$ cat config.mk
export PLATFORM = sky130hd
export DESIGN_NAME = acr_ram
export DESIGN_NICKNAME = d
export VERILOG_FILES = /design/src/design/acr_ram.sv
export SDC_FILE = /design/constraint.sdc
export NUM_CORES = 2
export LEC_CHECK = 0
export BUFFER_PORTS_ARGS = -buffer_cell sky130_fd_sc_hd__buf_2
export CORE_UTILIZATION = 45
export DETAILED_ROUTE_END_ITERATION = 8
export SLEW_MARGIN = 10
export SYNTH_ARGS = -nofsm -noshare
export SYNTH_HDL_FRONTEND = slang
export SYNTH_SLANG_ARGS = --single-unit
$ cat constraint.sdc
create_clock -name clk -period 3.1 [get_ports clk]
set_clock_uncertainty 0.15 [all_clocks]
set_input_delay 0.465 -clock clk [delete_from_list [all_inputs] [get_ports clk]]
set_output_delay 0.465 -clock clk [all_outputs]
set_load 0.05 [all_outputs]
$ cat src/design/acr_ram.sv
module acr_ram #(
    parameter int WIDTH = 8,
    parameter int DEPTH = 256
) (
    input  logic                     clk,
    input  logic                     wr_en,
    input  logic [$clog2(DEPTH)-1:0] wr_addr,
    input  logic [WIDTH-1:0]         wr_data,
    input  logic                     rd_en,
    input  logic [$clog2(DEPTH)-1:0] rd_addr,
    output logic [WIDTH-1:0]         rd_data
);

    logic [WIDTH-1:0] mem [DEPTH];

    // Write port
    always_ff @(posedge clk)
    begin
        if (wr_en)
        begin
            mem[wr_addr] <= wr_data;
        end
    end

    // Registered read, held while no read is issued
    always_ff @(posedge clk)
    begin
        if (rd_en)
        begin
            rd_data <= mem[rd_addr];
        end
    end

endmodule
Yosys cells after proc, flatten, opt, wreduce, memory -nomap -nowiden --
Memories as Yosys holds them, arrays and structs flattened. A register that Yosys moved wholly into a read port is not among the register bits. Index checks and enable logic that the tools add are counted.
Word-level totals: bits in latches 0, memories kept 1, register bits after elaboration 0, bits in read-only memories 0, logic and storage cells 3, output and inout port bits 8, bits in writable memories 2048, input bits 27
Operators by class: reduce and logical (&&, ||, !) cells 0, muxes and demuxes 2, shift operators 0, eq/ne operators 0, $add $sub $neg 0, $lt $le $gt $ge 0, multiply operators 0, bitwise gates (word level) 0, divide/modulo/power cells 0
Memories:
- mem | words 256, bits a word 8, read ports 1, clocked after Yosys merged registers in 1, write ports 1, RTL line 14 | logic [WIDTH-1:0] mem [DEPTH];
Operator list (number):
- $mux W1 | 2

Longest topological paths before layout --
depth in word-level cells 2, gate-level depth with buffers 11, mapped depth without buffers 6

Worst setup path before layout --
No wires, ideal clock.
path kind input-to-reg, from input rd_addr[0], to register rd_data[2] (read register of mem) (data pin), data arrival time 2.272 ns, slack 0.409 ns, cell stages on the path 9, setup time 0.269 ns, cell sequence buf_6 -> buf_12 -> buf_8 -> buf_2 -> mux4_2 -> a22oi_1 -> a21oi_1 -> nor4_1 -> nor4_2
RTL lines:
- start: declaration | RTL line 10 | input logic [$clog2(DEPTH)-1:0] rd_addr,
- end: declaration | RTL line 11 | output logic [WIDTH-1:0] rd_data

==> flow_summary.json <==
{
  "period_needed_ns": 2.77,
  "register_area_um2": 61700,
  "placeableCoreArea_um2": 176000,
  "n_fill_cell": 13600,
  "drt_pass1_iterations": 7,
  "path_max_fanout": 10,
  "slew_viol_final": 0,
  "place_hpwl_um": 131000,
  "gp_congestion": 0.854,
  "synth_cells": 3733,
  "cts_root_buf": "clkbuf_16",
  "max_slew_margin_pct": 41.3,
  "cts_setup_buffers": 0,
  "ant_nets": 0,
  "postSynthAreaPerCell_um2": 21.3,
  "worst_pin_slew_ns": 0.877,
  "die_area_um2": 179000,
  "async_flop_share_pct": 0,
  "clock_path_buffers": 3,
  "syn_nets": 3760,
  "hold_class": "input port to register",
  "clk_pin_slew_ns": 0.06,
  "syn_area_um2": 79600,
  "initial_utilization_pct": 45.3,
  "grt.overflow.total": 0,
  "fp.dieW_um": 423,
  "worstPathRequired_ns": 3.51,
  "drive_gt1_share_pct": 31.5,
  "synth_enable_flop_cells": 2056,
  "p_leak_nw": 30.3,
  "finalPower_w": 0.0582,
  "slowest_stage": "mux4_2",
  "viasPerCell": 5.84,
  "max_freq_mhz": 361,
  "antenna_found_initial": 6,
  "grt_pass1_vias": 41000,
  "drcViolationCount": 0,
  "grt_usage_pct": 22.6,
  "pin_count": 35,
  "cts_tree": "built",
  "crit_type": "input port to register",
  "drv_cap": 0,
  "synth_cell_type_count": 54,
  "ys_seq_area_share_pct": 77.5,
  "critPathMaxStageDelay_ns": 0.55,
  "cts.sinks": 2056,
  "die_h_um": 423,
  "finalNetCount": 4411,
  "grt_max_degree": 105,
  "arrival_ns": 3.19,
  "grt_first_pass_wirelength_um": 291000,
  "run_status": "finished, final reports clean",
  "rsz0062_at_grt": "no",
  "drt-total-wl_um": 201000,
  "start_kind": "input port",
  "ys_ff_latch": 2056,
  "crit_path_end_kind": "register",
  "multi_input_area_um2": 16500,
  "whs_ns": 0.0246,
  "crit_chain": "buf_8, buf_12, buf_4, buf_4, mux4_2, a22o_1, nor3_1, a21oi_1, a22oi_1, buf_4, nor4_2",
  "irDropWorstVdd_mv": 0.530,
  "first_iter_violations": 4495,
  "fp-row-count": 154,
  "min_period_over_period_pct": 89.4,
  "clkLatencyLatePin_ns": 0.85,
  "syn_to_final_growth_pct": 17.9,
  "hold_viol_final": 0,
  "vias": 40300,
  "cpMostUsedCell": "buf_4",
  "cts_inserted_buffers": 206,
  "cts_max_level": 4,
  "pwr_density_cell_nw_per_um2": 620,
  "setup_tns_ns": 0,
  "numPortBuffers": 34,
  "setup_violations": 0,
  "wire_per_inst_um": 29.1,
  "yosys_warnings": 0,
  "synth_top_flop_cell": "edfxtp_1"
}
## critical path, delay by kind of cell
family / cells / cell delay, ns
AO/OA/AOI/OAI: 3 / 0.66
buffers and inverters: 5 / 1.01
multiplexers: 1 / 0.55
AND/OR/NAND/NOR: 2 / 0.47
## registers in the layout, summed over array words and instances, names as in the netlist
register / count
mem: 2048
rd_data: 8
## stage by stage
| stage | util (%) | cell area [um^2] | std cells | setup WS (ns) |
|---|---|---|---|---|
| 3_5_place_dp | 49.5 | 87100 | 6508 | -0.584 |
| 2_1_floorplan | - | 79600 | 3733 | 0.409 |
| 5_1_grt | 53.3 | 93900 | 6898 | 0.221 |
| 3_3_place_gp | 49.5 | 87100 | 6508 | -0.580 |
| 6_report | 53.4 | 93900 | 6901 | 0.328 |
| 4_1_cts | 53.3 | 93800 | 6898 | 0.0503 |
## final timing paths
kind	slack [ns]	cells after the start	from	end
worst min register to register	1.06	6	mem[63][3]	rd_data[3]
worst max register to register	0.34	8	mem[82][5]	rd_data[5]
worst max-delay path	0.33	11	rd_addr[0]	rd_data[6]
worst min-delay path	0.02	1	wr_data[7]	mem[110][7]
## power by group
group / leakage [nW] / switching, W / internal [W]
clock: 3.25 / 0.0106 / 0.0138
sequential: 18.5 / 0.0000201 / 0.0307
combinational: 8.54 / 0.00195 / 0.00127
total: 30.3 / 0.0125 / 0.0457
## logic make-up after synthesis
family	share of synthesized area (%)
AO/OA/AOI/OAI	3.42
buffers and inverters	1.83
flip-flops	77.5
multiplexers	14.6
AND/OR/NAND/NOR	2.63
## per-layer routing
layer	up-vias	GRT usage [%]	part of all wire (%)
met5	-	0	0
met4	0	5.45	2.1
met3	255	4.05	7.6
met2	1553	36.5	49
met1	21500	32.1	41
li1	17000	-	-
## synth_stat cells, drive strengths merged, types with 10 or more instances
cell | n | area share (%)
buf | 122 | 1.3
a221oi | 14 | 0.16
mux4 | 456 | 13
nand4 | 10 | 0.079
o21ai | 12 | 0.075
o22ai | 28 | 0.22
nor3 | 22 | 0.14
nor2 | 282 | 1.3
nand3 | 34 | 0.21
nand2 | 33 | 0.16
o211ai | 10 | 0.094
a21oi | 96 | 0.60
nor2b | 31 | 0.24
a211oi | 16 | 0.15
mux2i | 134 | 1.7
nor4 | 27 | 0.24
edfxtp | 2056 | 78
o221ai | 47 | 0.52
clkbuf | 111 | 0.52
a22oi | 133 | 1.3
## cells in the final DEF (no fill, tap or decap), types with 22 or more instances in the layout
cell / Yosys / routed
clkinv_2: 0 / 47
mux2i_1: 134 / 134
a21oi_1: 96 / 96
edfxtp_1: 2056 / 2056
nor4_1: 24 / 24
clkinv_1: 1 / 61
clkbuf_16: 0 / 209
clkbuf_1: 111 / 29
mux4_2: 454 / 454
o22ai_1: 28 / 28
buf_12: 8 / 75
buf_4: 27 / 561
nor2b_1: 31 / 28
buf_2: 31 / 22
nand3_1: 34 / 31
a22oi_1: 133 / 133
o221ai_1: 46 / 46
nor2_1: 282 / 279
nand2_1: 33 / 33
## repair_timing
item | 4_1_cts | 5_1_grt
endpoints found under the hold margin | 287 | 0
endpoints found under the setup margin | 0 | 1
resized for setup | 0 | 1
hold buffers | 8 | 0
## area by class of cell
| cell class | instances | share of cell area, % |
|---|---|---|
| clock inverter | 144 | 1.36 |
| tap | 2340 | 3.12 |
| clock buffer | 238 | 5.69 |
| multi-input combinational | 1442 | 17.6 |
| timing repair buffer | 676 | 6.45 |
| antenna | 3 | 0.00800 |
| sequential | 2056 | 65.8 |
| inverter | 2 | 0.00800 |
Note: power is estimated with default switching activity, not from simulation.
